==> config.mk <==
export PLATFORM = sky130hd
export DESIGN_NAME = s256drbg_datapath
export DESIGN_NICKNAME = d
export VERILOG_FILES = /design/src/hw/rtl/s256drbg_pkg.sv /design/src/hw/rtl/s256drbg_datapath.sv
export SDC_FILE = /design/constraint.sdc
export NUM_CORES = 2
export LEC_CHECK = 0
export BUFFER_PORTS_ARGS = -buffer_cell sky130_fd_sc_hd__buf_2
export CORE_MARGIN = 1.5
export CORE_UTILIZATION = 40
export CTS_CLUSTER_SIZE = 16
export DETAILED_ROUTE_END_ITERATION = 7
export PLACE_DENSITY = 0.61
export SLEW_MARGIN = 25
export SYNTH_ARGS = -nofsm -noshare
export SYNTH_HDL_FRONTEND = slang
export SYNTH_SLANG_ARGS = --single-unit
==> constraint.sdc <==
create_clock -name clk -period 25.7 [get_ports clk]
set_clock_uncertainty 0.1 [all_clocks]
set_input_delay 3.855 -clock clk [delete_from_list [all_inputs] [get_ports clk]]
set_output_delay 3.855 -clock clk [all_outputs]
set_load 0.02 [all_outputs]
==> src/hw/rtl/s256drbg_pkg.sv <==
package s256drbg_pkg;

	typedef struct packed {
		logic        op;
		logic [63:0] word0;
		logic [63:0] word1;
		logic [63:0] word2;
		logic [63:0] word3;
		logic [63:0] word4;
		logic [63:0] word5;
		logic [63:0] word6;
		logic [63:0] word7;
		logic        hw_valid;
	} in_req_t;

	typedef struct packed {
		logic [63:0] out_word0;
		logic [63:0] out_word1;
		logic [63:0] out_word2;
		logic [63:0] out_word3;
		logic        status;
	} out_req_t;

	localparam logic OP_SEED = 1'b0;
	localparam logic OP_GEN  = 1'b1;
	localparam logic STATUS_OK = 1'b0;
	localparam logic STATUS_NOT_SEEDED = 1'b1;

	typedef enum logic {
		BLK_FIRST,
		BLK_SECOND
	} blk_sel_t;

	typedef struct packed {
		logic     load;
		logic     start;
		blk_sel_t blk;
		logic     step;
		logic     finish;
		logic     commit;
	} dp_cmd_t;

	typedef struct packed {
		logic last_round;
		logic is_seed;
		logic seeded;
	} dp_sts_t;

	localparam int NumRounds = 64;
	localparam int RoundW = $clog2(NumRounds);

	localparam logic [31:0] KRound [NumRounds] = '{
		32'h428a2f98,32'h71374491,32'hb5c0fbcf,32'he9b5dba5,
		32'h3956c25b,32'h59f111f1,32'h923f82a4,32'hab1c5ed5,
		32'hd807aa98,32'h12835b01,32'h243185be,32'h550c7dc3,
		32'h72be5d74,32'h80deb1fe,32'h9bdc06a7,32'hc19bf174,
		32'he49b69c1,32'hefbe4786,32'h0fc19dc6,32'h240ca1cc,
		32'h2de92c6f,32'h4a7484aa,32'h5cb0a9dc,32'h76f988da,
		32'h983e5152,32'ha831c66d,32'hb00327c8,32'hbf597fc7,
		32'hc6e00bf3,32'hd5a79147,32'h06ca6351,32'h14292967,
		32'h27b70a85,32'h2e1b2138,32'h4d2c6dfc,32'h53380d13,
		32'h650a7354,32'h766a0abb,32'h81c2c92e,32'h92722c85,
		32'ha2bfe8a1,32'ha81a664b,32'hc24b8b70,32'hc76c51a3,
		32'hd192e819,32'hd6990624,32'hf40e3585,32'h106aa070,
		32'h19a4c116,32'h1e376c08,32'h2748774c,32'h34b0bcb5,
		32'h391c0cb3,32'h4ed8aa4a,32'h5b9cca4f,32'h682e6ff3,
		32'h748f82ee,32'h78a5636f,32'h84c87814,32'h8cc70208,
		32'h90befffa,32'ha4506ceb,32'hbef9a3f7,32'hc67178f2
	};

	localparam logic [255:0] HInit = {
		32'h6a09e667,32'hbb67ae85,32'h3c6ef372,32'ha54ff53a,
		32'h510e527f,32'h9b05688c,32'h1f83d9ab,32'h5be0cd19
	};

	function automatic logic [63:0] bswap64(input logic [63:0] x);
		logic [63:0] r;
		for (int i = 0; i < 8; i++) begin
			r[8*i +: 8] = x[8*(7-i) +: 8];
		end
		return r;
	endfunction

endpackage

==> src/hw/rtl/s256drbg_datapath.sv <==
module s256drbg_datapath
	import s256drbg_pkg::*;
(
	input  logic     clk,
	input  logic     arst_n,
	input  in_req_t  req,
	input  dp_cmd_t  cmd,
	output dp_sts_t  sts,
	output out_req_t result
);

	logic [255:0] chain_q;
	logic [63:0]  counter_q;
	logic         seeded_q;
	in_req_t      item_q;
	logic [255:0] hmid_q;
	logic [31:0]  w_q [16];
	logic [31:0]  a_q, b_q, c_q, d_q, e_q, f_q, g_q, h_q;
	logic [RoundW-1:0] round_q;

	logic [63:0]  cnt_next;
	logic [63:0]  ticks;
	logic [511:0] blk1, blk2, blk;
	logic [255:0] hbase;
	logic [31:0]  s0, s1, w_new, t1, t2;
	logic [255:0] hsum;

	// Message bytes are big-endian words, chain and items serialized little-endian.
	assign cnt_next = counter_q + 64'd1;
	assign ticks = item_q.hw_valid ? (item_q.word1 ^ item_q.word2) : item_q.word1;

	always_comb begin
		if (item_q.op == OP_SEED) begin
			blk1 = {chain_q, bswap64(item_q.word0), bswap64(item_q.word1),
				bswap64(item_q.word2), bswap64(item_q.word3)};
			blk2 = {bswap64(item_q.word4), bswap64(item_q.word5), bswap64(item_q.word6),
				bswap64(item_q.word7), 8'h80, 184'd0, 64'd768};
		end else begin
			blk1 = {chain_q, bswap64(counter_q), bswap64(item_q.word0),
				bswap64(ticks), 8'h80, 56'd0};
			blk2 = {448'd0, 64'd448};
		end
		blk = (cmd.blk == BLK_FIRST) ? blk1 : blk2;
		hbase = (cmd.blk == BLK_FIRST) ? HInit : hmid_q;
	end

	assign s0 = {w_q[1][6:0], w_q[1][31:7]} ^ {w_q[1][17:0], w_q[1][31:18]} ^ (w_q[1] >> 3);
	assign s1 = {w_q[14][16:0], w_q[14][31:17]} ^ {w_q[14][18:0], w_q[14][31:19]}
		^ (w_q[14] >> 10);
	assign w_new = w_q[0] + s0 + w_q[9] + s1;
	assign t1 = h_q + ({e_q[5:0], e_q[31:6]} ^ {e_q[10:0], e_q[31:11]} ^ {e_q[24:0], e_q[31:25]})
		+ ((e_q & f_q) ^ (~e_q & g_q)) + KRound[round_q] + w_q[0];
	assign t2 = ({a_q[1:0], a_q[31:2]} ^ {a_q[12:0], a_q[31:13]} ^ {a_q[21:0], a_q[31:22]})
		+ ((a_q & b_q) ^ (a_q & c_q) ^ (b_q & c_q));
	assign hsum = {hmid_q[255:224] + a_q, hmid_q[223:192] + b_q, hmid_q[191:160] + c_q,
		hmid_q[159:128] + d_q, hmid_q[127:96] + e_q, hmid_q[95:64] + f_q,
		hmid_q[63:32] + g_q, hmid_q[31:0] + h_q};

	always_ff @(posedge clk or negedge arst_n) begin
		if (!arst_n) begin
			chain_q <= '0;
			counter_q <= '0;
			seeded_q <= 1'b0;
			round_q <= '0;
			item_q <= '0;
			hmid_q <= '0;
			{a_q, b_q, c_q, d_q, e_q, f_q, g_q, h_q} <= '0;
			for (int i = 0; i < 16; i++) begin
				w_q[i] <= '0;
			end
		end else begin
			if (cmd.load) begin
				item_q <= req;
				if (req.op == OP_GEN && seeded_q) begin
					counter_q <= cnt_next;
				end
			end
			if (cmd.start) begin
				hmid_q <= hbase;
				{a_q, b_q, c_q, d_q, e_q, f_q, g_q, h_q} <= hbase;
				for (int i = 0; i < 16; i++) begin
					w_q[i] <= blk[511-32*i -: 32];
				end
				round_q <= '0;
			end else if (cmd.step) begin
				h_q <= g_q; g_q <= f_q; f_q <= e_q; e_q <= d_q + t1;
				d_q <= c_q; c_q <= b_q; b_q <= a_q; a_q <= t1 + t2;
				for (int i = 0; i < 15; i++) begin
					w_q[i] <= w_q[i+1];
				end
				w_q[15] <= w_new;
				round_q <= round_q + 1'b1;
			end else if (cmd.finish) begin
				hmid_q <= hsum;
			end
			if (cmd.commit) begin
				chain_q <= hmid_q;
				seeded_q <= 1'b1;
			end
		end
	end

	assign sts.last_round = (round_q == RoundW'(NumRounds - 1));
	assign sts.is_seed = (item_q.op == OP_SEED);
	assign sts.seeded = seeded_q;

	assign result.out_word0 = seeded_q ? bswap64(chain_q[255:192]) : 64'd0;
	assign result.out_word1 = seeded_q ? bswap64(chain_q[191:128]) : 64'd0;
	assign result.out_word2 = seeded_q ? bswap64(chain_q[127:64]) : 64'd0;
	assign result.out_word3 = seeded_q ? bswap64(chain_q[63:0]) : 64'd0;
	assign result.status = seeded_q ? STATUS_OK : STATUS_NOT_SEEDED;

	assert property (@(posedge clk) disable iff (!arst_n)
		cmd.commit |=> seeded_q)
		else $error("seeded flag not set after commit");
	assert property (@(posedge clk) disable iff (!arst_n)
		cmd.start |=> round_q == '0)
		else $error("round counter not cleared at start");
	assert property (@(posedge clk) disable iff (!arst_n)
		!cmd.commit && !cmd.load |=> $stable(chain_q) && $stable(counter_q))
		else $error("state changed without a request");

endmodule

# Word-level counts from Yosys, hierarchy flattened
# Memory sizes are Yosys's and may differ from the RTL's.
# Index checks and enable logic that the tools add are counted.
dict set report totals {
  elab_cells 123
  romBits 2048
  n_memories 1
  latchBits 0
  mem_bits_rw 0
  input_bits 522
  ff_bits 1865
}
dict set report classes {
  n_eq_ne 2
  mul 0
  shifts 0
  div_mod_pow 0
  mux 35
  addsub 20
  reduce_logical 5
  order_cmp 1
  bitwise 20
}
# memory depth word_bits read_ports rd_clocked_by_memory_dff write_ports line_no
set mem_list {}
lappend mem_list {{(name not given)} 64 32 1 0 0 s256drbg_datapath.sv:52} ;# + ((e_q & f_q) ^ (~e_q & g_q)) + KRound[round_q] + w_q[0];
# op count
set ops {}
lappend ops {{$mux 512} 4}
lappend ops {{$mux 256} 5}
lappend ops {{$add 32x32->32} 18}
lappend ops {{$mux 32} 18}
lappend ops {{$mux 64} 5}
lappend ops {{$xor 32x32->32} 9}
lappend ops {{$and 32x32->32} 5}
lappend ops {{$add 64x1->64 const B} 1}
lappend ops {{$xor 64x64->64} 1}
lappend ops {{$not 32->32} 1}
lappend ops {{$xor 32x22->32} 1}
lappend ops {{$xor 32x29->32} 1}
lappend ops {{$mux 6} 2}
lappend ops {{$ge 7x7->1 const B} 1}
lappend ops {{$not 6->7} 1}
lappend ops {{$add 6x1->6 const B} 1}
lappend ops {{$eq 6x6->1 const B} 1}
lappend ops {{$reduce_and 2->1} 2}
lappend ops {{$reduce_bool 2->1} 2}
lappend ops {{$ne 2x1->1 const B} 1}
lappend ops {{$logic_and 1x1->1} 1}
lappend ops {{$mux 1} 1}
lappend ops {{$not 1->1} 1}

# Logic depth before layout (Yosys ltp)
dict set report logic_depth {
  ltp_word 9
  mapped_depth 38
}

# Worst setup path before layout
# No wires, ideal clock.
dict set report synth_timing {
  kind {reg-to-reg}
  start {register round_q[2]}
  end {register a_q[30]}
  setup_time_ps 86
  path_slack_ps 17641
  t_required_ps 25514
  path_stages_with_launch 33
  arrival_time_ps 7873
  n_path_buf 1
  path_cell_list {dfrtp_1 -> clkinv_1 -> buf_1 -> ha_1 -> nand2_1 -> o21ai_0 -> mux4_2 -> fa_1 -> inv_1 -> ha_1 -> a21o_1 -> a21oi_1 -> o21bai_1 -> a31o_1 -> a21oi_1 -> a211oi_1 -> o31ai_1 -> nand2b_1 -> a21o_1 -> a21o_1 -> xnor2_1 -> fa_1 -> inv_1 -> ha_1 -> a21o_1 -> a221o_1 -> a2111oi_4 -> o211ai_2 -> a311o_1 -> a221o_1 -> xnor2_1 -> or2_1 -> a32oi_1}
}
dict set report synth_via {
  elab_chain_cells 9
}
# element line_no
set synth_lines {}
lappend synth_lines {{start: declaration} s256drbg_datapath.sv:19} ;# logic [RoundW-1:0] round_q;
lappend synth_lines {{start signal: assignment} s256drbg_datapath.sv:92} ;# round_q <= round_q + 1'b1;
lappend synth_lines {{$not 6->7 (implied by the code)} s256drbg_datapath.sv:52}
lappend synth_lines {{$mem_v2 64x32} -}
lappend synth_lines {{$mux 32 (implied by the code) (2 in series)} s256drbg_datapath.sv:52}
lappend synth_lines {{$add 32x32->32 (2 in series)} s256drbg_datapath.sv:52}
lappend synth_lines {{$add 32x32->32} s256drbg_datapath.sv:87} ;# d_q <= c_q; c_q <= b_q; b_q <= a_q; a_q <= t1 + t2;
lappend synth_lines {{$mux 32} s256drbg_datapath.sv:85} ;# end else if (cmd.step) begin
lappend synth_lines {{$mux 32} s256drbg_datapath.sv:78} ;# if (cmd.start) begin
lappend synth_lines {{end signal: assignment} s256drbg_datapath.sv:80} ;# {a_q, b_q, c_q, d_q, e_q, f_q, g_q, h_q} <= hbase;
lappend synth_lines {{end signal: assignment} s256drbg_datapath.sv:87}
lappend synth_lines {{end: declaration} s256drbg_datapath.sv:18} ;# logic [31:0] a_q, b_q, c_q, d_q, e_q, f_q, g_q, h_q;
# No other way between the ends. The select of a mux whose other input is x is not followed.
# A chain may end at the register's enable or synchronous reset.

# Final worst setup path
# Ends and elaborated chain as after synthesis.

==> run_results.csv <==
group,metric,value,unit
status,outcome,"finished clean",
critical_path,cpPeakStageDelay,540,ps
global_route,gr-total-overflow,0,
critical_path,critPathTopFamily,"compound AO/OA/AOI/OAI gates",
critical_path,cp_slowest_cell,"buf_4",
die,fp.dieH,529,um
die,num_rows,192,
critical_path,cp_max_fo,60,
critical_path,crit_start,"round_q[2]$_DFFE_PN0P_",
worst_hold_path,worst_hold_path_type,"reg2reg",
synth,async_reset_ff_frac,1.00,
clocking,htree_levels,4,
clocking,numClockSinks,1865,
final_layout,regArea,46700,um2
critical_path,path_class,"reg2reg",
synth,syn_avg_cell_area,10.1,um2
die,io_pins,782,
clocking,cts_tree,"yes",
timing,finalCritPeriodShare,0.377,
drt,post_drt_wl_per_cell,29.8,um
synth,ys_warn_count,0,
drt,detail_route.first_pass.iterations,7,
drt,antenna_left,0,
synth,synthesis.area,111000,um2
clocking,cts_buffers,214,
timing,hold_viol,0,
global_route,grt.total_usage,0.317,
run,cap_violations,0,
timing,setup_viol_count_final,0,
place,hpwl,345,mm
clocking,clk_pin_slew,60,ps
critical_path,r2r_start,"round_q[2]$_DFFE_PN0P_",
timing,worst_pin_slew,1270,ps
clocking,cts_buffer_depth,4,
die,core_area,274000,um2
timing,slew_violations,0,
drt,num_vias,89800,
critical_path,worstPathRequired,26450,ps
die,dieArea,280000,um2
critical_path,cp-start-kind,"register",
clocking,cts_hold_buf,0,
synth,synth_nets,12000,
die,die_x,529,um
timing,relSlewSlack,0.156,
synth,ys.flop_type,"dfrtp_1",
drt,wl,453,mm
clocking,clock_latency,950,ps
place,port_buffers,781,
final_layout,area_growth,13.3,%
final_layout,multi_input_area,59400,um2
timing,setup_tns,0,ps
critical_path,worst-path-stages,33,
timing,grt_setup_unrepaired,"false",
critical_path,cp-end-kind,"register",
synth,synth_edf_count,0,
clocking,cts_resized,0,
critical_path,cp-endpoint,"a_q[30]$_DFFE_PN0P_",
place,place.gp.congestion,0.967,
final_layout,drive_gt1_frac,0.194,
clocking,root_buffer,"clkbuf_16",
critical_path,cp_data_arrival_time,10430,ps
die,initial_core_util,0.403,
global_route,antenna_found_initial,36,
global_route,grt_max_degree,180,
final_layout,n_fill_cell,25800,
drt,drt-initial-drc-count,9344,
synth,seq_area_frac_synth,0.422,
critical_path,cp.buffers_inverters,5,
worst_hold_path,whs_path_depth,1,
global_route,grt_pass1_vias,87100,
timing,fin_crit,9680,ps
timing,max_freq,103,MHz
critical_path,crit-reg2reg-capture,"a_q[30]$_DFFE_PN0P_",
synth,synth.ff_latch_count,1865,
synth,synth_cells,10900,
synth,synth_cell_types,91,
critical_path,reg2reg_depth,33,
final_layout,nNetsFinal,12400,
drt,vias_per_cell,5.91,
drt,drc,0,
critical_path,path_common_cell,"a21o_1",
critical_path,ff2ff_setup_slack,16020,ps
global_route,grt_pass1_wl,644,mm
clocking,cts_setup_buffers,0,
## worst min-delay path by stage
stage / startpoint / endpoint
detailed placement: counter_q[63]$_DFFE_PN0P_ / counter_q[63]$_DFFE_PN0P_
global placement: item_q[285]$_DFFE_PN0P_ / w_q[36]$_DFFE_PN0P_
floorplan: counter_q[63]$_DFFE_PN0P_ / counter_q[63]$_DFFE_PN0P_
global route: counter_q[63]$_DFFE_PN0P_ / counter_q[63]$_DFFE_PN0P_
CTS: counter_q[63]$_DFFE_PN0P_ / counter_q[63]$_DFFE_PN0P_
finish: counter_q[63]$_DFFE_PN0P_ / counter_q[63]$_DFFE_PN0P_
## worst reg2reg max path, delay by kind of cell, from the launching register on
kind | cells | cell delay, ps
AOI/OAI and AO/OA | 18 | 4730
adders and majority gates | 5 | 1860
and+or+nand+nor | 3 | 700
buffers and inverters | 5 | 1610
xor gates and xnor gates | 2 | 280
DFF | 1 | 330
## per-stage QoR
step,hold WS [ps],worst slack (ps),utilization,cells,instance area (um2)
2_1_floorplan,341,17640,-,10900,111000
3_3_place_gp,359,16160,0.429,14800,118000
3_5_place_dp,364,16110,0.429,14800,118000
4_1_cts,374,16100,0.456,15200,125000
5_1_grt,406,15510,0.457,15200,125000
6_report,369,16020,0.457,15200,125000
## cells in the final DEF, fill, tap and decap left out, types with 215 or more instances in the layout
master and n:
dfrtp_1 1860, a21oi_1 996, mux2_2 893, buf_2 775, o21ai_0 636, nor2b_1 536, nand2_1 505, inv_1 492
mux2i_1 480, ha_1 400, xnor2_1 357, nor2_1 340, a211oi_1 314, xor2_1 281, and2_1 274, clkbuf_16 215
## cells in the mapped netlist, types with 30 or more instances
| cell | instances | area share |
|---|---|---|
| a211oi_1 | 314 | 0.021 |
| a32oi_1 | 67 | 0.0053 |
| o22ai_1 | 205 | 0.012 |
| o21ai_0 | 636 | 0.029 |
| nor2b_1 | 538 | 0.030 |
| o22a_1 | 132 | 0.010 |
| dfrtp_1 | 1865 | 0.42 |
| and2_1 | 276 | 0.016 |
| clkbuf_1 | 654 | 0.022 |
| mux2_2 | 893 | 0.091 |
| ha_1 | 400 | 0.045 |
| buf_1 | 69 | 0.0023 |
| nor2_1 | 343 | 0.012 |
| nand2_1 | 507 | 0.017 |
| nand2b_1 | 78 | 0.0044 |
| nor3_1 | 140 | 0.0063 |
| o211ai_1 | 31 | 0.0021 |
| o21a_1 | 62 | 0.0042 |
| o31ai_1 | 42 | 0.0028 |
| xnor2_1 | 357 | 0.028 |
| a21oi_1 | 996 | 0.045 |
| or3_1 | 30 | 0.0017 |
| xor2_1 | 281 | 0.022 |
| fa_1 | 195 | 0.035 |
| o21ai_1 | 38 | 0.0017 |
| nand4_1 | 31 | 0.0018 |
| and3_1 | 30 | 0.0017 |
| mux2i_1 | 480 | 0.043 |
| a31oi_1 | 46 | 0.0026 |
| a21o_1 | 196 | 0.013 |
| inv_1 | 492 | 0.017 |
| o21bai_1 | 48 | 0.0033 |
| nand3_1 | 176 | 0.0080 |
## metal layers
| metal | GRT usage | routed length [um] |
|---|---|---|
| met5 | 0 | 52 |
| met1 | 0.442 | 195000 |
| met3 | 0.0485 | 34100 |
| met4 | 0.154 | 26300 |
| met2 | 0.478 | 197000 |
## state kept, by name, summed over array words and instances, names as in the netlist
| signal | count |
|---|---|
| a_q | 32 |
| b_q | 32 |
| c_q | 32 |
| chain_q | 256 |
| counter_q | 64 |
| d_q | 32 |
| e_q | 32 |
| f_q | 32 |
| g_q | 32 |
| h_q | 32 |
| hmid_q | 256 |
| item_q | 514 |
| round_q | 6 |
| seeded_q | 1 |
| w_q | 512 |
## final cells by class
cell class,count,share of cell area
Antenna cell,29,0.000579
Clock buffer,291,0.0485
Clock inverter,99,0.0101
Inverter,497,0.0149
Multi-Input combinational cell,7814,0.474
Sequential cell,1865,0.372
Tap cell,3686,0.0368
Timing Repair Buffer,918,0.0425
## cells by family after synthesis
logic type                 synth area share
AOI/OAI and AO/OA                     0.166
and+or+nand+nor                       0.104
DFF                                   0.422
muxes                                 0.135
buffers and inverters                0.0417
xor gates and xnor gates             0.0505
adders and majority gates            0.0808
Power is not shown: default switching activity piles up to over one toggle a cycle in this logic, so the estimate is an artifact.
