===== src/hw/rtl/s256drbg_pkg.sv =====
package s256drbg_pkg;

	typedef struct packed {
		logic        op;
		logic [63:0] word0;
		logic [63:0] word1;
		logic [63:0] word2;
		logic [63:0] word3;
		logic [63:0] word4;
		logic [63:0] word5;
		logic [63:0] word6;
		logic [63:0] word7;
		logic        hw_valid;
	} in_req_t;

	typedef struct packed {
		logic [63:0] out_word0;
		logic [63:0] out_word1;
		logic [63:0] out_word2;
		logic [63:0] out_word3;
		logic        status;
	} out_req_t;

	localparam logic OP_SEED = 1'b0;
	localparam logic OP_GEN  = 1'b1;
	localparam logic STATUS_OK = 1'b0;
	localparam logic STATUS_NOT_SEEDED = 1'b1;

	typedef enum logic {
		BLK_FIRST,
		BLK_SECOND
	} blk_sel_t;

	typedef struct packed {
		logic     load;
		logic     start;
		blk_sel_t blk;
		logic     step;
		logic     finish;
		logic     commit;
	} dp_cmd_t;

	typedef struct packed {
		logic last_round;
		logic is_seed;
		logic seeded;
	} dp_sts_t;

	localparam int NumRounds = 64;
	localparam int RoundW = $clog2(NumRounds);

	localparam logic [31:0] KRound [NumRounds] = '{
		32'h428a2f98,32'h71374491,32'hb5c0fbcf,32'he9b5dba5,
		32'h3956c25b,32'h59f111f1,32'h923f82a4,32'hab1c5ed5,
		32'hd807aa98,32'h12835b01,32'h243185be,32'h550c7dc3,
		32'h72be5d74,32'h80deb1fe,32'h9bdc06a7,32'hc19bf174,
		32'he49b69c1,32'hefbe4786,32'h0fc19dc6,32'h240ca1cc,
		32'h2de92c6f,32'h4a7484aa,32'h5cb0a9dc,32'h76f988da,
		32'h983e5152,32'ha831c66d,32'hb00327c8,32'hbf597fc7,
		32'hc6e00bf3,32'hd5a79147,32'h06ca6351,32'h14292967,
		32'h27b70a85,32'h2e1b2138,32'h4d2c6dfc,32'h53380d13,
		32'h650a7354,32'h766a0abb,32'h81c2c92e,32'h92722c85,
		32'ha2bfe8a1,32'ha81a664b,32'hc24b8b70,32'hc76c51a3,
		32'hd192e819,32'hd6990624,32'hf40e3585,32'h106aa070,
		32'h19a4c116,32'h1e376c08,32'h2748774c,32'h34b0bcb5,
		32'h391c0cb3,32'h4ed8aa4a,32'h5b9cca4f,32'h682e6ff3,
		32'h748f82ee,32'h78a5636f,32'h84c87814,32'h8cc70208,
		32'h90befffa,32'ha4506ceb,32'hbef9a3f7,32'hc67178f2
	};

	localparam logic [255:0] HInit = {
		32'h6a09e667,32'hbb67ae85,32'h3c6ef372,32'ha54ff53a,
		32'h510e527f,32'h9b05688c,32'h1f83d9ab,32'h5be0cd19
	};

	function automatic logic [63:0] bswap64(input logic [63:0] x);
		logic [63:0] r;
		for (int i = 0; i < 8; i++) begin
			r[8*i +: 8] = x[8*(7-i) +: 8];
		end
		return r;
	endfunction

endpackage


===== src/hw/rtl/s256drbg_ctrl.sv =====
module s256drbg_ctrl
	import s256drbg_pkg::*;
(
	input  logic    clk,
	input  logic    arst_n,
	input  logic    in_valid,
	output logic    in_ready,
	output logic    out_valid,
	input  logic    out_ready,
	input  in_req_t req,
	input  dp_sts_t sts,
	output dp_cmd_t cmd
);

	typedef enum logic [2:0] {
		ST_IDLE,
		ST_START1,
		ST_RUN1,
		ST_START2,
		ST_RUN2,
		ST_COMMIT,
		ST_OUT
	} state_t;

	state_t state_q;
	logic   out_valid_q;
	// ST_START2 folds the first block's sum into hmid, then a start on block two follows.
	logic   start2_q;

	assign in_ready = (state_q == ST_IDLE) && !out_valid_q;
	assign out_valid = out_valid_q;

	always_comb begin
		cmd = '0;
		cmd.blk = BLK_FIRST;
		cmd.load = in_valid && in_ready;
		unique case (state_q)
			ST_IDLE: ;
			ST_START1: begin
				cmd.start = 1'b1;
				cmd.blk = start2_q ? BLK_SECOND : BLK_FIRST;
			end
			ST_RUN1: begin
				cmd.step = 1'b1;
				cmd.finish = 1'b0;
			end
			ST_START2: begin
				cmd.finish = 1'b1;
			end
			ST_RUN2: begin
				cmd.blk = BLK_SECOND;
				cmd.step = 1'b1;
			end
			ST_COMMIT: cmd.finish = 1'b1;
			ST_OUT: cmd.commit = 1'b1;
			default: ;
		endcase
	end

	always_ff @(posedge clk or negedge arst_n) begin
		if (!arst_n) begin
			state_q <= ST_IDLE;
			out_valid_q <= 1'b0;
			start2_q <= 1'b0;
		end else begin
			if (out_valid_q && out_ready) begin
				out_valid_q <= 1'b0;
			end
			unique case (state_q)
				ST_IDLE: begin
					if (in_valid && in_ready) begin
						if (req.op == OP_GEN && !sts.seeded) begin
							out_valid_q <= 1'b1;
						end else begin
							state_q <= ST_START1;
						end
					end
				end
				ST_START1: begin
					if (start2_q) begin
						state_q <= ST_RUN2;
					end else begin
						state_q <= ST_RUN1;
					end
				end
				ST_RUN1: if (sts.last_round) state_q <= ST_START2;
				ST_START2: begin
					start2_q <= 1'b1;
					state_q <= ST_START1;
				end
				ST_RUN2: if (sts.last_round) state_q <= ST_COMMIT;
				ST_COMMIT: state_q <= ST_OUT;
				ST_OUT: begin
					start2_q <= 1'b0;
					if (!sts.is_seed) out_valid_q <= 1'b1;
					state_q <= ST_IDLE;
				end
				default: state_q <= ST_IDLE;
			endcase
		end
	end

	assert property (@(posedge clk) disable iff (!arst_n)
		in_ready |-> !out_valid)
		else $error("request accepted while result pending");
	assert property (@(posedge clk) disable iff (!arst_n)
		cmd.commit |=> state_q == ST_IDLE)
		else $error("commit not followed by idle");
	assert property (@(posedge clk) disable iff (!arst_n)
		state_q == ST_RUN2 |-> start2_q)
		else $error("second block without first");

endmodule


===== config.mk =====
export PLATFORM = sky130hd
export DESIGN_NAME = s256drbg_ctrl
export DESIGN_NICKNAME = d
export VERILOG_FILES = /design/src/hw/rtl/s256drbg_pkg.sv /design/src/hw/rtl/s256drbg_ctrl.sv
export SDC_FILE = /design/constraint.sdc
export NUM_CORES = 1
export LEC_CHECK = 0
export ABC_AREA = 1
export BUFFER_PORTS_ARGS = -buffer_cell sky130_fd_sc_hd__buf_2
export CORE_AREA = 2 2 208 210
export DETAILED_ROUTE_END_ITERATION = 6
export DIE_AREA = 0 0 210 212
export GPL_TIMING_DRIVEN = 0
export PLACE_DENSITY = 0.34
export SLEW_MARGIN = 20
export SYNTH_ARGS = -nofsm -noshare
export SYNTH_HDL_FRONTEND = slang
export SYNTH_SLANG_ARGS = --single-unit

===== constraint.sdc =====
create_clock -name clk -period 1.3 [get_ports clk]
set_clock_uncertainty 0.1 [all_clocks]
set_input_delay 0.13 -clock clk [delete_from_list [all_inputs] [get_ports clk]]
set_output_delay 0.13 -clock clk [all_outputs]
set_load 0.1 [all_outputs]

Word level (Yosys, flattened, before mapping)

Index checks and enable logic that the tools add are counted.

Bits in registers: 5
Logic and storage cells: 42

Equal/unequal tests: 10
Mux-type cells: 18
Reduce and logical (&&, ||, !) cells: 11

Operators by type and width:

| operator                                                              | number |
|---|---|
| 3-bit one-hot mux with 6 select lines                                 | 1 |
| 3-bit two-way mux                                                     | 5 |
| 3-bit equality test, second input constant                            | 3 |
| 1-bit two-way mux                                                     | 9 |
| 2-bit != test, second input constant                                  | 4 |
| 3-bit by 2-bit equality test with 1-bit output, second input constant | 2 |
| 1-bit one-hot mux with 2 select lines                                 | 3 |
| 1-bit logical AND                                                     | 4 |
| 4-bit AND reduction                                                   | 1 |
| 2-bit OR reduction                                                    | 2 |
| 3-bit by 1-bit equality test with 1-bit output, second input constant | 1 |
| 3-bit zero test                                                       | 1 |
| 1-bit zero test                                                       | 2 |
| 2-bit nonzero test                                                    | 1 |

Longest topological paths before layout

Gate-level depths: netlist of the first run.

Depth after elaboration: 5
Depth in mapped cells: 6

Worst setup path before layout of the first run

OpenSTA, ideal clock, no wires.

Path type: reg2out
From: reg state_q[1]
To: out cmd[1] (netlist bit)
Data arrival time: 2.753 ns
Path slack: -1.683 ns
Stages on the path, launching flop included: 4
Buffers on the path: 0
Cell sequence: dfrtp_1 nor2_1 inv_1 o21ai_0

RTL lines:

| item                     | line                | text |
|---|---|---|
| start: declaration       | s256drbg_ctrl.sv:25 | `state_t state_q;` |
| start signal: assignment | s256drbg_ctrl.sv:62 | `state_q <= ST_IDLE;` |
| start signal: assignment | s256drbg_ctrl.sv:75 | `state_q <= ST_START1;` |
| start signal: assignment | s256drbg_ctrl.sv:81 | `state_q <= ST_RUN2;` |
| end: declaration         | s256drbg_ctrl.sv:12 | `output dp_cmd_t cmd` |

==> results of run 1 <==
[worst max path at each step]
stage / start / end / slack (ns) / cells after the start
floorplan: state_q[2] / out_valid / -0.55 / 5
global placement: state_q[0] / cmd[1] / -0.43 / 5
detailed placement: state_q[0] / cmd[1] / -0.42 / 5
CTS: state_q[1] / cmd[1] / -0.30 / 4
global route: state_q[0] / cmd[1] / -0.33 / 5
finish: state_q[1] / cmd[5] / -0.24 / 4
[where the power goes]
part	internal [uW]	switching, uW	leakage, uW
sequential	240	112	0.0000572
combinational	965	1570	0.000305
clock	406	92.8	0.0000382
total	1610	1780	0.000401
[state kept, by name, summed over array words and instances, names as in the netlist]
signal	flops
start2_q	1
state_q	3
out_valid	1
[cells by family after synthesis]
family,synth area share
buf+inv,0.109
simple gates,0.381
flops,0.405
compound gates,0.105
[Yosys cell counts]
cell type  number  area [um2]
nand3_1         5        25.0
dfrtp_1         5         125
nand2_1         7        26.3
inv_1           8        30.0
inv_2           1        3.75
nor2_1          7        26.3
nor3_2          1        10.0
nand2_2         3        18.8
o211ai_1        1        7.51
o21ai_0         3        15.0
a21oi_1         2        10.0
nor2_4          1        11.3
[per-stage QoR]
stage                     worst slack [ns]    util  instance area (um2)
after floorplan                     -0.549       -                  342
after global placement              -0.428  0.0259                 1100
after detailed placement            -0.423  0.0259                 1100
after CTS                           -0.301  0.0334                 1420
after global routing                -0.332  0.0353                 1500
final                               -0.243  0.0353                 1500
[layer usage]
metal  wire length [um]  vias up  track usage
met2                547       18      0.00722
li1                   -      207            -
met3                125        0      0.00384
met5                  0        -            0
met4                  0        0      0.00147
met1                802      190       0.0100
[cell usage in the layout, fill, tap and decap left out]
cell and count:
nand3_1 2, nand2_2 2, o21ai_4 1, dfrtp_2 4, nor2_4 5, nand2_1 4
nand3_4 1, buf_4 12, nor3_4 1, a21oi_1 2, nand3_2 2, inv_1 6
inv_4 1, buf_12 7, nor2_2 1, dlygate4sd3_1 1, clkbuf_1 1, dfrtp_1 1
o211ai_1 1, buf_6 4, buf_2 7, inv_2 2, nand2_4 4, clkbuf_16 3
o21ai_0 2, nor2_1 2
[critical path, stage by stage (launching register included)]
cell and delay, ns:
dfrtp_2 0.45, nor2_4 0.16, nand2_4 0.08, nor3_4 0.18, buf_12 0.21
[repair_timing]
action | in CTS | in global routing
setup buffers | 10 | 8
gates resized for setup | 45 | 8
hold buffers | 1 | 0
pin swaps | 6 | 9
hold endpoints to repair | 5 | 0
endpoints found under the setup margin | 8 | 10
[layout make-up]
type / count / area, um2
clock buffer: 4 / 78.8
fill: 5005 / 41000
inverter: 9 / 36.3
multi-input combinational: 30 / 250
sequential: 5 / 130
tap: 546 / 683
timing repair buffer: 31 / 320
==> flow_summary_export.csv, run 1 <==
group,metric,value,unit
outcome,status,"finished, violations left",
outcome,violations,"negative setup slack",
die,start_util,0.00727,
worst_setup_path,worst-endpoint-arrival,1.31,ns
sta,period_share,1.19,
min_path,hold_depth,4,
synthesis,syn_avg_cell_area,7.02,um2
pwr,ir_drop,1.33,mV
detailed_routing,drc_errors,0,
sta,hold_violations,0,
worst_setup_path,reg2reg_from,"state_q[2]",
sta,fin_tns_setup,-1.43,ns
place,dp_cells,605,
detailed_routing,viasPerCell,0.664,
clock_tree,htreeDepth,1,
worst_setup_path,reg2reg_slack,-0.06,ns
global_routing,overflow,0,
sta,timing.final.ws_setup,-0.243,ns
layout,layout-drive-gt1-share,0.722,
worst_setup_path,r2r_end,"out_valid",
detailed_routing,routedWlPerCell,2.36,um
pwr,power,3390,uW
die,fp.dieW,210,um
worst_setup_path,cp_max_fo,4,
detailed_routing,antenna_left,0,
synthesis,synth_seq_area_share,0.405,
die,rows,76,
min_path,holdPathEnd,"out_valid",
layout,diodes,0,
clock_tree,clockBufferDepth,2,
clock_tree,clock_latency,0.22,ns
die,core-area,42500,um2
synthesis,synth_warnings,0,
flow_run,drv_cap,0,
global_routing,grt_pass1_vias,394,
worst_setup_path,start_kind,"flop",
sta,slew_headroom,0.817,
detailed_routing,drtIter0Drc,12,
sta,rsz0062_at_grt,"true",
clock_tree,cts_tree,"done",
synthesis,syn_area,309,um2
place,port_buffers,15,
die,io_pins,529,
global_routing,antenna_found_initial,0,
sta,whs,0.0555,ns
global_routing,track_usage,0.00654,
pwr,p_per_area,2260,nW/um2
min_path,min_path_type,"input port to flop",
worst_setup_path,crit_required,1.07,ns
sta,drv_slew,0,
min_path,hold_path_startpoint,"out_ready",
clock_tree,clkTransAtPathRegs,0.03,ns
die,die_area,44500,um2
place,gp_congestion,0.573,
synthesis,syn-num-nets,565,
synthesis,netlist_instances,44,
global_routing,grt_first_pass_wirelength,2.16,mm
worst_setup_path,crit_path_end_kind,"output port",
global_routing,grt_max_degree,7,
layout,syn_to_final_growth,385,%
pwr,power_leakage,0.000401,uW
detailed_routing,drtPass1Iterations,4,
detailed_routing,routed_wl,1.48,mm
layout,layout.cells.non_filler,625,
sta,worst_slew_pin_slew,0.277,ns
synthesis,synthDistinctLibCells,12,
place,hpwl,985,um
clock_tree,cts_sinks,5,
worst_setup_path,rr_worst_depth,7,
sta,setup_viol,10,
die,die_y,212,um
clock_tree,root_buffer,"clkbuf_16",
layout,nNetsFinal,601,
sta,fin_crit,1.54,ns
synthesis,ys_ff_latch,5,
sta,fmaxAchievable,648,MHz
clock_tree,numCtsBuffers,3,
worst_setup_path,path_class,"flop to output port",
detailed_routing,vias,415,
(Power assumes the default switching activity.)
==> inputs of run 2 (changes only) <==
ABC_AREA = not set   (was 1)
CORE_AREA = 2 2 205 207   (was 2 2 208 210)
DIE_AREA = 0 0 207 209   (was 0 0 210 212)
==> run 2 against run 1 <==
Net effect: the flow still finishes with violations (negative setup slack); die area down 2.8%; critical path depth up 2; area after synthesis up 10%; combinational power up 7%; non-clock buffer count down 1; sequential power down 16%; first-iteration DRC count up 33%; clock power up 3%; register-to-register slack worse by 0.07 ns; via count down 11%; worst hold slack worse by 0.042 ns; global-route usage up 0.34 points; highest routed layer is now met4.
==> flow_summary_export.csv, run 2 <==
group,metric,value,unit
pwr,ir_drop,0.522,mV
outcome,status,"finished, violations left",
die,die_y,209,um
detailed_routing,vias,370,
global_routing,grt_pass1_vias,373,
clock_tree,htreeDepth,1,
place,port_buffers,15,
layout,top_register,"state_q",
pwr,p_per_area,2390,nW/um2
synthesis,async_flop_share,1.00,
synthesis,synth_seq_area_share,0.368,
global_routing,overflow,0,
flow_run,drv_cap,0,
sta,drv_slew,0,
layout,layout.cells.non_filler,607,
clock_tree,clockBufferDepth,2,
synthesis,yosys.area.top_type,"dfrtp_1",
synthesis,synth.most_common_cell,"nor2_1",
sta,slew_headroom,0.815,
layout,syn_to_final_growth,332,%
worst_setup_path,path_class,"flop to output port",
worst_setup_path,start_kind,"flop",
synthesis,ys_ff_latch,5,
detailed_routing,drtPass1Iterations,4,
synthesis,syn-num-nets,558,
sta,whs,0.0131,ns
global_routing,grt_max_degree,11,
pwr,power_leakage,0.000371,uW
clock_tree,clock_latency,0.23,ns
sta,setup_viol,9,
detailed_routing,viasPerCell,0.610,
die,io_pins,529,
worst_setup_path,worst-endpoint-arrival,1.43,ns
sta,fmaxAchievable,602,MHz
die,fp.dieW,207,um
place,dp_cells,591,
synthesis,synth_warnings,0,
layout,final_common_cell,"buf_12",
worst_setup_path,crit_path_end_kind,"output port",
die,start_util,0.00824,
synthesis,ys.flop_type,"dfrtp_1",
die,rows,75,
worst_setup_path,slowest_stage,"dfrtp_1",
synthesis,synth_top_area_share,0.368,
layout,nNetsFinal,590,
detailed_routing,routedWlPerCell,3.30,um
clock_tree,clkTransAtPathRegs,0.03,ns
layout,diodes,0,
detailed_routing,wirelength_met1,788,um
synthesis,netlist_instances,37,
place,hpwl,1.68,mm
worst_setup_path,cp_max_fo,7,
clock_tree,root_buffer,"clkbuf_16",
synthesis,yosys-top-cells-count,"nor2_1 (6), dfrtp_1 (5), a21oi_1 (3), inv_1 (3)",
detailed_routing,top_layer_used,"met4",
detailed_routing,antenna_left,0,
layout,layout_common_cells,"buf_12 (8), buf_6 (7), buf_2 (7), buf_4 (7), dfrtp_1 (4)",
global_routing,track_usage,0.00998,
pwr,power,3520,uW
layout,layout-drive-gt1-share,0.721,
detailed_routing,routed_wl,2.00,mm
die,core-area,41300,um2
detailed_routing,drc_errors,0,
detailed_routing,wl_met3,291,um
worst_setup_path,crit_path_max_incr_delay,0.36,ns
synthesis,synthTopCellsByArea,"dfrtp_1 (37%), buf_6 (6.6%), nor2_1 (6.6%), nor4_4 (6.3%), a21oi_1 (4.4%)",
worst_setup_path,crit_chain,"buf_6, nor4_4, buf_6, nand2_4, clkinvlp_4, buf_12",
clock_tree,cts_sinks,5,
die,die_area,43300,um2
detailed_routing,wl_met2,893,um
place,gp_congestion,0.566,
synthesis,syn_avg_cell_area,9.20,um2
global_routing,antenna_found_initial,0,
outcome,violations,"negative setup slack",
sta,timing.final.ws_setup,-0.360,ns
synthesis,synthDistinctLibCells,21,
sta,worst_slew_pin_slew,0.280,ns
clock_tree,numCtsBuffers,3,
synthesis,syn_area,340,um2
detailed_routing,drtIter0Drc,16,
global_routing,grt_first_pass_wirelength,2.72,mm
clock_tree,cts_tree,"done",
synthesis,synth-edff-count,0,
sta,fin_crit,1.66,ns
sta,hold_violations,0,
layout,largest_reg_flops,3,
layout,fillCellCount,4916,
sta,rsz0062_at_grt,"true",
worst_setup_path,cp_common_cell,"buf_6",
min_path,min_path_type,"input port to flop",
worst_setup_path,crit_required,1.07,ns
sta,period_share,1.28,
-- run 2: cell count changes in the layout (fill, tap and decap cells not counted), moves of 4 or more --
cell / previous run / this run
buf_4: 12 / 7
dfrtp_2: 4 / 0
inv_1: 6 / 2
nand2_1: 4 / 0
-- run 2: layout make-up --
cell class                 count  area (um2)  share of cell area
buffer                         3        33.8              0.0230
timing repair buffer          27         303               0.206
clock buffer                   4        78.8              0.0536
sequential                     5         129              0.0877
tap                          539         674               0.459
inverter                       3        15.0              0.0102
multi-input combinational     26         236               0.161
-- run 2: path summary, 6_finish.rpt --
kind                            start    endpoint  slack [ns]  cells past startpoint
setup reg to reg           state_q[1]  state_q[0]       -0.13                      7
hold reg to reg            state_q[1]  state_q[2]        0.45                      2
max in group asynchronous      arst_n   out_valid        0.74                      2
setup / recovery           state_q[1]      cmd[5]       -0.36                      6
min in group asynchronous      arst_n  state_q[0]        0.21                      2
hold / removal              out_ready   out_valid        0.01                      2
-- run 2: worst max-delay path: cells and delay by family, from the launching register on --
kind	cells	cell delay, ns
flip-flops	1	0.36
AND/OR/NAND/NOR	2	0.31
buffers and inverters	4	0.53
-- run 2: what timing repair did --
| action | CTS | global route |
|---|---|---|
| endpoints found under the hold margin | 5 | 0 |
| buffers inserted | 5 | 7 |
| endpoints found under the setup margin | 10 | 10 |
| resized for setup | 33 | 10 |
| pin swaps | 3 | 4 |
| hold buffers | 1 | 0 |
-- run 2: logic make-up after synthesis --
logic type | synth area share
buffers and inverters | 0.114
AND/OR/NAND/NOR | 0.335
multiplexers | 0.0294
AO/OA/AOI/OAI | 0.129
flip-flops | 0.368
XOR/XNOR | 0.0257
-- run 2: report_power, final --
part	total (uW)	switching [uW]	leakage [uW]	internal, uW
clock	515	108	0.0000382	407
combinational	2710	1570	0.000269	1140
sequential	295	63.5	0.0000634	231
-- run 2: stage by stage --
step                area [um2]  setup TNS [ns]  setup slack (ns)    util
CTS                       1390           -2.16            -0.364  0.0336
floorplan                  373           -5.17             -1.29       -
global placement          1120           -2.39            -0.517  0.0272
finish                    1470           -2.02            -0.360  0.0356
detailed placement        1120           -2.43            -0.515  0.0272
global route              1470           -2.47            -0.410  0.0356
-- run 2: metal layers --
layer	up-vias	GRT usage
met3	3	0.0104
met5	-	0
met4	0	0.00369
li1	185	-
met1	171	0.00995
met2	11	0.0137
==> inputs of run 3 (changes only) <==
CORE_AREA = 5 5 203 205   (was 2 2 205 207)
DIE_AREA = 0 0 208 210   (was 0 0 207 209)
GPL_TIMING_DRIVEN = 1   (was 0)
PLACE_DENSITY = 0.35   (was 0.34)
==> run 3 against run 2 <==
Net effect: setup slack better by 0.088 ns; sequential share of layout area is 0.27 points lower; power increased by 5.1%; combinational power increased by 6%; fmax grew 5.6%; final cell count fell by 1.2%; die area is 0.96% higher; sequential power up 14%; critical endpoint unchanged; non-clock buffer count grew 7; largest cell class unchanged; clock power shrank 2%; first-iteration DRC count shrank 81%; the run still ends with negative setup slack left; wire length up 5.9%.
==> flow_summary_export.csv, run 3 (same netlist as run 2, synthesis figures left out) <==
group,metric,value,unit
outcome,status,"finished, violations left",
outcome,violations,"negative setup slack",
pwr,ir_drop,0.641,mV
layout,diodes,0,
global_routing,grt_max_degree,8,
place,hpwl,1.80,mm
clock_tree,clkTransAtPathRegs,0.03,ns
clock_tree,clockBufferDepth,2,
worst_setup_path,crit_chain,"nor4_4, nand2_2, clkinvlp_4, buf_12",
place,gp_congestion,0.588,
global_routing,grt_pass1_vias,407,
sta,hold_violations,0,
die,core-area,39300,um2
clock_tree,root_buffer,"clkbuf_16",
layout,final_common_cell,"buf_4",
detailed_routing,drc_errors,0,
layout,layout_common_cells,"buf_4 (12), buf_12 (9), buf_6 (8)",
worst_setup_path,worst-endpoint-arrival,1.34,ns
global_routing,antenna_found_initial,1,
layout,syn_to_final_growth,358,%
min_path,min_path_type,"input port to flop",
clock_tree,htreeDepth,1,
sta,worst_slew_pin_slew,0.267,ns
die,die_y,210,um
detailed_routing,antenna_left,0,
pwr,power,3700,uW
sta,timing.final.ws_setup,-0.272,ns
detailed_routing,drtIter0Drc,3,
detailed_routing,drtPass1Iterations,3,
worst_setup_path,crit_path_end_kind,"output port",
die,start_util,0.00867,
detailed_routing,viasPerCell,0.648,
layout,layout-drive-gt1-share,0.827,
layout,top_register,"state_q",
sta,rsz0062_at_grt,"true",
detailed_routing,vias,389,
clock_tree,clock_latency,0.23,ns
worst_setup_path,path_class,"flop to output port",
worst_setup_path,cp_top_family,"simple AND/OR/NAND/NOR gates",
die,die_area,43700,um2
global_routing,grt_first_pass_wirelength,3.06,mm
worst_setup_path,crit_path_max_incr_delay,0.42,ns
worst_setup_path,slowest_stage,"dfrtp_2",
detailed_routing,routedWlPerCell,3.53,um
clock_tree,cts_sinks,5,
sta,slew_headroom,0.822,
layout,fin_util,0.0397,
layout,nNetsFinal,597,
flow_run,drv_cap,0,
sta,fin_crit,1.57,ns
global_routing,track_usage,0.0107,
pwr,p_per_area,2370,nW/um2
die,fp.dieW,208,um
worst_setup_path,cp.buffers_inverters,2,
clock_tree,numCtsBuffers,3,
worst_setup_path,crit_required,1.07,ns
detailed_routing,routed_wl,2.12,mm
sta,drv_slew,0,
pwr,power_leakage,0.000404,uW
global_routing,overflow,0,
worst_setup_path,cp_max_fo,3,
worst_setup_path,start_kind,"flop",
sta,period_share,1.21,
sta,setup_viol,8,
die,io_pins,529,
layout,largest_reg_flops,3,
sta,fmaxAchievable,636,MHz
die,rows,73,
clock_tree,cts_tree,"done",
place,port_buffers,15,
run 3: cell types whose count changed in the layout (fill, tap and decap cells not counted), moves of 2 or more:
| cell | previous run | this run |
|---|---|---|
| buf_4 | 7 | 12 |
| nand2_4 | 2 | 0 |
| dfrtp_1 | 4 | 1 |
| dfrtp_2 | 0 | 3 |
run 3: worst paths after layout:
check | start | to | slack (ns) | cells after the start
worst min-delay path | out_ready | out_valid | 0.02 | 2
worst max-delay path | state_q[0] | cmd[5] | -0.27 | 4
worst min register to register | start2_q | state_q[2] | 0.53 | 3
worst max register to register | state_q[0] | out_valid | -0.09 | 5
min in group asynchronous | arst_n | start2_q | 0.19 | 2
max in group asynchronous | arst_n | out_valid | 0.76 | 2
run 3: power breakdown:
part	internal [uW]	leakage, uW	switching, uW
combinational	1270	0.000306	1580
sequential	240	0.0000594	94.7
clock	406	0.0000382	100
run 3: timing repair:
item / 4_1_cts / 5_1_grt
resized for setup: 15 / 10
endpoints found under the hold margin: 5 / 0
pin swaps: 5 / 5
setup buffers: 4 / 6
hold buffers: 1 / 0
endpoints found under the setup margin: 9 / 11
run 3: area by class of cell:
type                    instances  area (um2)
clock buffers                   4        78.8
flip-flops and latches          5         133
well taps                     525         657
repair buffers                 37         405
fillers                      4690       37700
multi-input cells              26         272
inverters                       3        15.0
run 3: routing by layer:
metal / vias to the layer above / global-route usage / part of all wire
met5: - / 0 / 0
met4: 0 / 0.00340 / 0.019
met3: 6 / 0.0101 / 0.12
met2: 13 / 0.0142 / 0.45
met1: 173 / 0.0120 / 0.41
li1: 197 / - / -
run 3: per-stage QoR:
| step | setup slack (ns) | TNS (ns) | cells | hold WS (ns) | area, um2 |
|---|---|---|---|---|---|
| after floorplan | -1.29 | -5.17 | 37 | -0.266 | 373 |
| final | -0.272 | -1.81 | 600 | 0.0206 | 1560 |
| after detailed placement | -0.111 | -0.486 | 586 | -0.141 | 1290 |
| after global routing | -0.376 | -2.46 | 600 | 0.0265 | 1560 |
| after CTS | -0.306 | -1.83 | 595 | 0.0189 | 1480 |
| after global placement | -0.106 | -0.572 | 586 | -0.143 | 1290 |
